==> src/rtl/vzs_pkg.sv <==
// ----------------------------------------------------------------------------
// vzs_pkg
// shared types and codes for the varint / zigzag byte serializer
// ----------------------------------------------------------------------------
package vzs_pkg;

	localparam int unsigned OP_W    = 3;
	localparam int unsigned VALUE_W = 64;
	localparam int unsigned BYTE_W  = 8;
	localparam int unsigned CNT_W   = 3;

	// format codes
	typedef enum logic [OP_W-1:0] {
		OP_FIXED8   = 3'd0,
		OP_FIXED16  = 3'd1,
		OP_FIXED32  = 3'd2,
		OP_FIXED64  = 3'd3,
		OP_VARINT32 = 3'd4,
		OP_VARINT64 = 3'd5,
		OP_ZIGZAG32 = 3'd6,
		OP_ZIGZAG64 = 3'd7
	} op_t;

	// how the shift register is drained
	typedef enum logic [1:0] {
		KIND_FIXED_LE = 2'd0,
		KIND_FIXED_BE = 2'd1,
		KIND_VARINT   = 2'd2
	} kind_t;

	// sequencer states
	typedef enum logic [1:0] {
		ST_IDLE = 2'b01,
		ST_EMIT = 2'b10
	} state_t;

	localparam logic [BYTE_W-1:0] CONT_BIT = 8'h80;

endpackage

==> src/rtl/varint_zigzag_serializer.sv <==
// ----------------------------------------------------------------------------
// varint_zigzag_serializer
// turns one value and a format code into its serialized byte stream
// ----------------------------------------------------------------------------
//
// channel   direction  handshake              payload
// -------   ---------  ---------------------  -------------------------
// input     in         in_valid / in_ready    operation, value
// output    out        out_valid / out_ready  out_byte, last
// config    in         cfg_wr_en              cfg_wr_data (big_endian)
//
// an item is loaded, then emitted byte by byte (fixed formats 1/2/4/8 bytes,
// varints 1 to 10 bytes) by the single byte shifter that drains the working
// register one byte a cycle while the output is not stalled.
// reset clears the sequencer and output valid and sets big_endian to 1.
// a stalled output holds the current byte and freezes the shifter; the input
// side is ready only while the sequencer is idle.
//
module varint_zigzag_serializer (
	input  logic                        clk,
	input  logic                        arst_n,
	input  logic                        in_valid,
	output logic                        in_ready,
	input  logic [vzs_pkg::OP_W-1:0]    operation,
	input  logic [vzs_pkg::VALUE_W-1:0] value,
	output logic                        out_valid,
	input  logic                        out_ready,
	output logic [vzs_pkg::BYTE_W-1:0]  out_byte,
	output logic                        last,
	input  logic                        cfg_wr_en,
	input  logic                        cfg_wr_data
);
	import vzs_pkg::*;

	state_t              state_q;
	kind_t               kind_q;
	logic [VALUE_W-1:0]  shift_q;    // working value, drained by the shifter
	logic [CNT_W-1:0]    cnt_q;      // fixed formats: bytes left minus one
	logic                big_endian_q;
	logic                out_valid_q;
	logic [BYTE_W-1:0]   out_byte_q;
	logic                last_q;

	// load path
	logic                in_fire;
	op_t                 op;
	logic [VALUE_W-1:0]  load_val;
	kind_t               load_kind;
	logic [CNT_W-1:0]    load_cnt;
	logic [31:0]         lo32;

	// shared shift unit and byte former
	logic                out_free;
	logic                step;
	logic                more;
	logic [BYTE_W-1:0]   next_byte;
	logic                next_last;
	logic [VALUE_W-1:0]  next_shift;

	assign in_ready  = (state_q == ST_IDLE);
	assign in_fire   = in_valid && in_ready;
	assign op        = op_t'(operation);
	assign lo32      = value[31:0];

	// format decode: zigzag map, masking and left alignment for big endian
	always_comb begin
		load_val  = value;
		load_kind = KIND_VARINT;
		load_cnt  = '0;
		unique case (op)
			OP_FIXED8: begin
				load_kind = big_endian_q ? KIND_FIXED_BE : KIND_FIXED_LE;
				load_cnt  = CNT_W'(0);
				load_val  = big_endian_q ? {value[7:0], 56'd0} : value;
			end
			OP_FIXED16: begin
				load_kind = big_endian_q ? KIND_FIXED_BE : KIND_FIXED_LE;
				load_cnt  = CNT_W'(1);
				load_val  = big_endian_q ? {value[15:0], 48'd0} : value;
			end
			OP_FIXED32: begin
				load_kind = big_endian_q ? KIND_FIXED_BE : KIND_FIXED_LE;
				load_cnt  = CNT_W'(3);
				load_val  = big_endian_q ? {value[31:0], 32'd0} : value;
			end
			OP_FIXED64: begin
				load_kind = big_endian_q ? KIND_FIXED_BE : KIND_FIXED_LE;
				load_cnt  = CNT_W'(7);
				load_val  = value;
			end
			OP_VARINT32: load_val = {32'd0, lo32};
			OP_VARINT64: load_val = value;
			// (v << 1) ^ sign fill, 32-bit result zero extended
			OP_ZIGZAG32: load_val = {32'd0, {lo32[30:0], 1'b0} ^ {32{lo32[31]}}};
			OP_ZIGZAG64: load_val = {value[62:0], 1'b0} ^ {VALUE_W{value[63]}};
			default:     load_val = value;
		endcase
	end

	// one byte per step: 7-bit group with continuation for varints,
	// top or bottom byte for fixed formats
	assign more = |shift_q[VALUE_W-1:7];

	always_comb begin
		next_byte  = shift_q[7:0];
		next_last  = (cnt_q == '0);
		next_shift = shift_q >> BYTE_W;
		case (kind_q)
			KIND_FIXED_BE: begin
				next_byte  = shift_q[VALUE_W-1 -: BYTE_W];
				next_shift = shift_q << BYTE_W;
			end
			KIND_VARINT: begin
				next_byte  = more ? (CONT_BIT | {1'b0, shift_q[6:0]})
				                  : {1'b0, shift_q[6:0]};
				next_last  = !more;
				next_shift = shift_q >> 7;
			end
			default: begin
				next_byte  = shift_q[7:0];
				next_shift = shift_q >> BYTE_W;
			end
		endcase
	end

	assign out_free = !out_valid_q || out_ready;
	assign step     = (state_q == ST_EMIT) && out_free;

	// sequencer
	always_ff @(posedge clk or negedge arst_n) begin
		if (!arst_n) begin
			state_q <= ST_IDLE;
		end else begin
			unique case (state_q)
				ST_IDLE: if (in_fire) state_q <= ST_EMIT;
				ST_EMIT: if (step && next_last) state_q <= ST_IDLE;
				default: state_q <= ST_IDLE;
			endcase
		end
	end

	// working register and byte counter
	always_ff @(posedge clk) begin
		if (in_fire) begin
			shift_q <= load_val;
			kind_q  <= load_kind;
			cnt_q   <= load_cnt;
		end else if (step) begin
			shift_q <= next_shift;
			cnt_q   <= cnt_q - CNT_W'(1);
		end
	end

	// output register
	always_ff @(posedge clk or negedge arst_n) begin
		if (!arst_n) begin
			out_valid_q <= 1'b0;
		end else if (step) begin
			out_valid_q <= 1'b1;
		end else if (out_ready) begin
			out_valid_q <= 1'b0;
		end
	end

	always_ff @(posedge clk) begin
		if (step) begin
			out_byte_q <= next_byte;
			last_q     <= next_last;
		end
	end

	// byte order register
	always_ff @(posedge clk or negedge arst_n) begin
		if (!arst_n) begin
			big_endian_q <= 1'b1;
		end else if (cfg_wr_en) begin
			big_endian_q <= cfg_wr_data;
		end
	end

	assign out_valid = out_valid_q;
	assign out_byte  = out_byte_q;
	assign last      = last_q;

endmodule
==> config.mk <==
export PLATFORM = sky130hd
export DESIGN_NAME = varint_zigzag_serializer
export DESIGN_NICKNAME = d
export VERILOG_FILES = /design/src/rtl/vzs_pkg.sv /design/src/rtl/varint_zigzag_serializer.sv
export SDC_FILE = /design/constraint.sdc
export NUM_CORES = 1
export LEC_CHECK = 0
export BUFFER_PORTS_ARGS = -buffer_cell sky130_fd_sc_hd__buf_2
export CORE_UTILIZATION = 48
export DETAILED_ROUTE_END_ITERATION = 10
export MAX_ROUTING_LAYER = met4
export PLACE_DENSITY = 0.8
export SLEW_MARGIN = 10
export SYNTH_ARGS = -nofsm -noshare
export SYNTH_HDL_FRONTEND = slang
export SYNTH_SLANG_ARGS = --single-unit
==> constraint.sdc <==
create_clock -name clk -period 4.1 [get_ports clk]
set_input_delay 0.205 -clock clk [delete_from_list [all_inputs] [get_ports clk]]
set_output_delay 0.205 -clock clk [all_outputs]
set_load 0.01 [all_outputs]
==> metrics.txt, run 1 <==
unrepaired setup endpoints after global routing false; leakage power between 2 and 2.5 nW; start point of the worst min-delay path cfg_wr_data; origin of the worst setup path state_q[0]; total buffers and inverters traversed by the critical path 2; total via count in the routed design approximately 6500; Slew @ Worst Pin around 1.0 ns; top-level I/O count 84; power density normalized to cell area 654 nW/um^2; Synth Cell Area approximately 6400 sq um; type of element launching the critical path flip-flop; largest buffer count on any clock path 2; Comb power frac about two fifths; wire length of the first global-routing pass 32900 microns; Final Setup Violations 0; Setup Skew just over 0.01 ns; Yosys Warn Count 0; Sw Pwr ~2.0 mW; total instance count after detailed placement roughly 940; placed wire-length estimate after detailed placement 15600 microns; number of standard cells in the layout, taps in and fillers out around 960; most common cell after layout, fill and taps aside nand2_1; clock latency on the worst-skew pair about 0.35 ns; antenna violations before repair 0; pin count of the biggest net entering global routing approximately 120; grt total ovfl 0; number of synthesized register bits just over 80; DRC 0; number of maximum-capacitance constraint violations 0; proportion of layout cells with a drive suffix above 1 roughly 16%; Arr. time, crit path about 2.9 ns; library cell contributing the largest single delay on the critical path or2_2; source of the worst register-to-register timing path state_q[0]; maximum achievable frequency 0.356 GHz; distinct cell type count after synthesis 56; share of synthesized cell area in and, or, nand and nor gates a little over an eighth; fraction of the mapped netlist area in compound gates 31.8%; final worst-path cycle share roughly two thirds; number of max-slew violations in the final report 0; kind of end point of the critical path flip-flop; buffers inserted by post-CTS timing repair 0; commonest cells after routing, fill and taps aside nand2_1 (98), a21oi_1 (90), buf_2 (83); NumNets Final between 800 and 900; total routing resource utilization after global routing between 30 and 40%; CTS H-tree lvls 3; final antenna diode count 0; Total Wirelength ~22000 microns; cell-by-cell listing of the critical path nor2b_1 -> nand2_2 -> clkinv_1 -> or2_2 -> buf_4; vias in the first global route 5658; most common flop cell mapped by yosys edfxtp_1; Mapped Cells about 750; Power Total ~4.6 mW; Detail Route Antenna Nets 0; fraction of the mapped netlist area in adder cells less than 1%; TritonCTS clock tree done; number of flops mapped to enable cells by yosys 78; Clock Power Share between 10% and 20%; total negative slack for setup checks 0 ns; Die Span X around 120 microns; WS Path Type flip-flop to flip-flop; Hold Path Class primary input to flip-flop; fraction of synthesized area in multiplexers under 10%; initial core utilization between 50 and 60%; cell family with the largest share of critical-path delay simple AND/OR/NAND/NOR gates; main combinational cell family by area after synthesis compound AO/OA/AOI/OAI gates; clock period minus worst slack about 2.8 ns; area added between synthesis and finish 10.3%; Core Rows ~40; number of clock sinks 82; post-CTS sizing 0; Internal 2.63 mW; Max IR drop VDD about 0.00028 V; routed via count divided by cell count 6.76; routed length per placed instance 22.8 microns; async set-reset flop share out of synthesis 4.88%; status completed; Max-slew headroom between 20% and 30%; Final GP Congestion ~1.0; die extent in y ~120 microns; fraction of power consumed by sequential logic approximately 43%; Syn Nets 830; Hold Violations, Final 0; number of buffers added on ports 83; total of hold buffers inserted after clock tree synthesis 1; Pre-Repair DR Iteration Count 5; Die ar. roughly 14000 sq um; total CTS buffers 9; violation count after the first detailed-routing iteration 1111; Critical Path RT 4.18 ns; biggest fanout along the worst timing path 36; sw frac roughly 43%; sequential fraction of the synthesis area around 38%; clock slew at reported path FFs roughly 0.07 ns; max incr delay on CP slightly above 0.9 ns; area of the core around 13000 sq um; cell at the root of the clock tree clkbuf_16; Synth Area per Inst roughly 8.6 sq um; xor/xnor share of the synthesized area slightly below 9%
## layer usage
| layer | GRT usage (%) | up-vias | share of wire, % |
|---|---|---|---|
| met4 | 13.1 | 0 | 3.7 |
| li1 | - | 2891 | - |
| met3 | 6.64 | 62 | 15 |
| met1 | 44.1 | 2974 | 38 |
| met5 | - | - | 0 |
| met2 | 45.6 | 574 | 43 |
## logic make-up (layout without fill, tap and decap cells)
logic type,after synthesis,after routing
compound gates,316,316
simple gates,194,194
buf+inv,88,124
flops,82,82
xor+xnor,64,64
mux,5,5
fa+ha+maj,4,4
## state kept, by name, summed over array words and instances (netlist names)
| signal | flops |
|---|---|
| last | 1 |
| out_byte | 8 |
| kind_q | 2 |
| cnt_q | 3 |
| out_valid | 1 |
| big_endian_q | 1 |
| state_q | 2 |
| shift_q | 64 |
## cells in the mapped netlist (9+ instances only)
master    count  area [sq um]
buf_2        11          55.1
nor4_1       14          87.6
nor2b_1      14          87.6
a221oi_1     25           219
a21oi_1      90           450
nand3_1       9          45.0
edfxtp_1     78          2340
o21ai_0      78           390
buf_4        10          75.1
a22oi_1      72           541
a22o_1       10          87.6
inv_1        11          41.3
xnor2_1      55           482
nand2_1      99           372
clkbuf_1     47           176
nor2_1       38           143
## layout make-up
class	instances	area, sq um
Fill cell	1179	5720
Multi-Input combinational cell	583	3630
Sequential cell	82	2440
Timing Repair Buffer	94	500
Clock buffer	10	229
Tap cell	172	215
Inverter	14	52.6
Clock inverter	6	33.8
## worst reg2reg max path, stage by stage (launching register included)
cell and delay [ns]:
dfstp_2 0.37, nor2b_1 0.14, nand2_2 0.07, clkinv_1 0.66, or2_2 0.91, buf_4 0.39
## final timing paths
path	to	slack (ns)	depth (start not counted)
min in group asynchronous	out_valid	0.21	2
worst min-delay path	big_endian_q	0.09	2
worst min register to register	out_valid	0.60	2
worst max-delay path	shift_q[37]	1.29	5
worst max register to register	shift_q[37]	1.29	5
max in group asynchronous	state_q[0]	3.67	2
## power groups by stage
| stage | Clock (mW) | Combinational (mW) | Sequential [mW] |
|---|---|---|---|
| 6_report | 0.739 | 1.90 | 2.01 |
| 3_5_place_dp | 0 | 1.84 | 1.99 |
| 2_1_floorplan | 0 | 1.37 | 1.80 |
| 5_1_grt | 0.767 | 2.09 | 2.03 |
| 4_1_cts | 0.731 | 1.85 | 1.98 |
| 3_3_place_gp | 0 | 1.81 | 1.99 |
## per-stage QoR
step | setup slack [ns] | area, sq um | hold slack [ns] | utilization (%)
3_3_place_gp | 1.39 | 6820 | 0.0260 | 53.2
2_1_floorplan | 1.58 | 6440 | -0.0906 | -
5_1_grt | 1.16 | 7110 | 0.101 | 55.4
4_1_cts | 1.32 | 7090 | 0.0996 | 55.3
6_report | 1.29 | 7110 | 0.0947 | 55.4
3_5_place_dp | 1.34 | 6820 | 0.0319 | 53.2
Note: power is estimated with default switching activity, not from simulation.
==> run 2, diff against run 1 <==
clock period = 2.8 ns   (was 4.1 ns; I/O delays follow)
==> metrics.txt, run 2 (synthesized netlist as in run 1, its figures left out) <==
status completed; Pre-Repair DR Iteration Count 8; worst slack after detailed placement between 0.5 and 0.6 ns; area of the core approximately 13000 sq um; routed via count divided by cell count approximately 6.7; number of maximum-capacitance constraint violations 0; vias in the first global route roughly 5500; kind of end point of the critical path flip-flop; Setup Skew 0.0126 ns; NumNets Final between 800 and 900; top-level I/O count 84; placed instance area 6900 sq um; total via count in the routed design roughly 6400; Arr. time, crit path approximately 2.4 ns; library cell contributing the largest single delay on the critical path nor4_1; Hold Path Class primary input to flip-flop; max incr delay on CP around 0.73 ns; leakage power around 2.5 nW; pin count of the biggest net entering global routing between 100 and 150; power density normalized to cell area 957 nW/um^2; antenna violations before repair 0; Final Setup Violations 0; number of clock sinks between 80 and 90; die extent in y approximately 120 microns; CTS H-tree lvls 3; total instance count after detailed placement 950; fraction of power consumed by sequential logic 42.8%; capturing element of the worst setup path out_byte[7]; biggest fanout along the worst timing path 4; Clock Power Share roughly 17%; routed length per placed instance 22.4 microns; TritonCTS clock tree done; Final Util a little under three fifths; clock period minus worst slack 2.29 ns; clock slew at reported path FFs 0.06 ns; Sw Pwr approximately 3 mW; number of buffers added on ports 83; Die ar. 13900 sq um; minimum setup slack in the final design about 0.51 ns; Total Wirelength roughly 22000 microns; max reg flops 64; sw frac 42.8%; slack of the worst reg-to-reg path between 0.5 and 0.6 ns; source of the worst register-to-register timing path shift_q[16]; routed wire length on met2 just over 9000 microns; unrepaired setup endpoints after global routing false; WS Path Type flip-flop to flip-flop; proportion of layout cells with a drive suffix above 1 between 15 and 20%; Internal 3.93 mW; Final GP Congestion roughly 0.98; DRC 0; post-CTS sizing 0; buffers inserted by post-CTS timing repair 0; met1 WL 8760 microns; wire length of the first global-routing pass roughly 32000 microns; maximum achievable frequency around 0.44 GHz; Die Span X between 100 and 150 microns; cell depth of the worst flop-to-flop path 5; final standard cell area without fillers between 7000 and 8000 sq um; total CTS buffers 9; placed wire-length estimate after detailed placement 15400 microns; Reg with most FFs shift_q; origin of the worst setup path shift_q[16]; cell at the root of the clock tree clkbuf_16; number of max-slew violations in the final report 0; total negative slack for setup checks 0 ns; Max IR drop VDD ~0.00054 V; commonest cells after routing, fill and taps aside nand2_1 (98), a21oi_1 (90), buf_2 (83); total of hold buffers inserted after clock tree synthesis 1; Comb power frac between 40% and 50%; number of standard cells in the layout, taps in and fillers out about 970; most common cell after layout, fill and taps aside nand2_1; Critical Path RT approximately 2.9 ns; Max-slew headroom between 10% and 20%; initial core utilization 50.2%; Slew @ Worst Pin ~1.3 ns; hold slack final about 0.026 ns; final worst-path cycle share between 80% and 90%; grt total ovfl 0; Core Rows about 40; top layer used by detailed routing met4; cell-by-cell listing of the critical path nor4_1 -> nand4_1 -> nor4_1 -> a2bb2oi_1 -> o21ai_0; total routing resource utilization after global routing 31.7%; Power Total about 7 mW; violation count after the first detailed-routing iteration roughly 1100; type of element launching the critical path flip-flop; final antenna diode count 0; Detail Route Antenna Nets 0; largest buffer count on any clock path 2; clock latency on the worst-skew pair around 0.35 ns; met3 WL around 2700 microns; area added between synthesis and finish 11.6%; worst r2r dst out_byte[7]; Hold Violations, Final 0; most frequent cell on the critical path nor4_1
-- run 2: cell type report --
| cell class | instances | area (sq um) |
|---|---|---|
| timing repair buffer | 100 | 583 |
| inverter | 14 | 52.6 |
| fill | 1177 | 5640 |
| multi-input combinational | 583 | 3620 |
| sequential | 82 | 2440 |
| clock inverter | 2 | 12.5 |
| clock buffer | 14 | 264 |
| tap | 172 | 215 |
-- run 2: how the worst min path moves through the flow --
| stage | from | depth (start not counted) | to |
|---|---|---|---|
| 6_report | cfg_wr_data | 2 | big_endian_q |
| 5_1_grt | cfg_wr_data | 2 | big_endian_q |
| 4_1_cts | cfg_wr_data | 2 | big_endian_q |
| 3_5_place_dp | arst_n | 1 | state_q[1] |
| 3_3_place_gp | arst_n | 1 | out_valid |
| 2_1_floorplan | arst_n | 0 | out_valid |
-- run 2: worst max-delay path: cells and delay by family (launching register included) --
| kind | cells | cell delay [ns] |
|---|---|---|
| AO/OA/AOI/OAI | 2 | 0.27 |
| flip-flops | 1 | 0.45 |
| AND/OR/NAND/NOR | 3 | 1.29 |
-- run 2: per-layer routing --
metal | vias up | GRT usage [%]
li1 | 2908 | -
met1 | 2927 | 43.7
met2 | 532 | 44.9
met3 | 66 | 5.77
met4 | 0 | 14.9
met5 | - | -
-- run 2: power by group through the flow --
| stage | clock [mW] | combinational (mW) | sequential [mW] |
|---|---|---|---|
| finish | 1.14 | 2.79 | 2.95 |
| global route | 1.20 | 3.05 | 2.97 |
| CTS | 1.14 | 2.72 | 2.90 |
| detailed placement | 0 | 2.71 | 2.91 |
| global placement | 0 | 2.65 | 2.91 |
| floorplan | 0 | 2.00 | 2.64 |
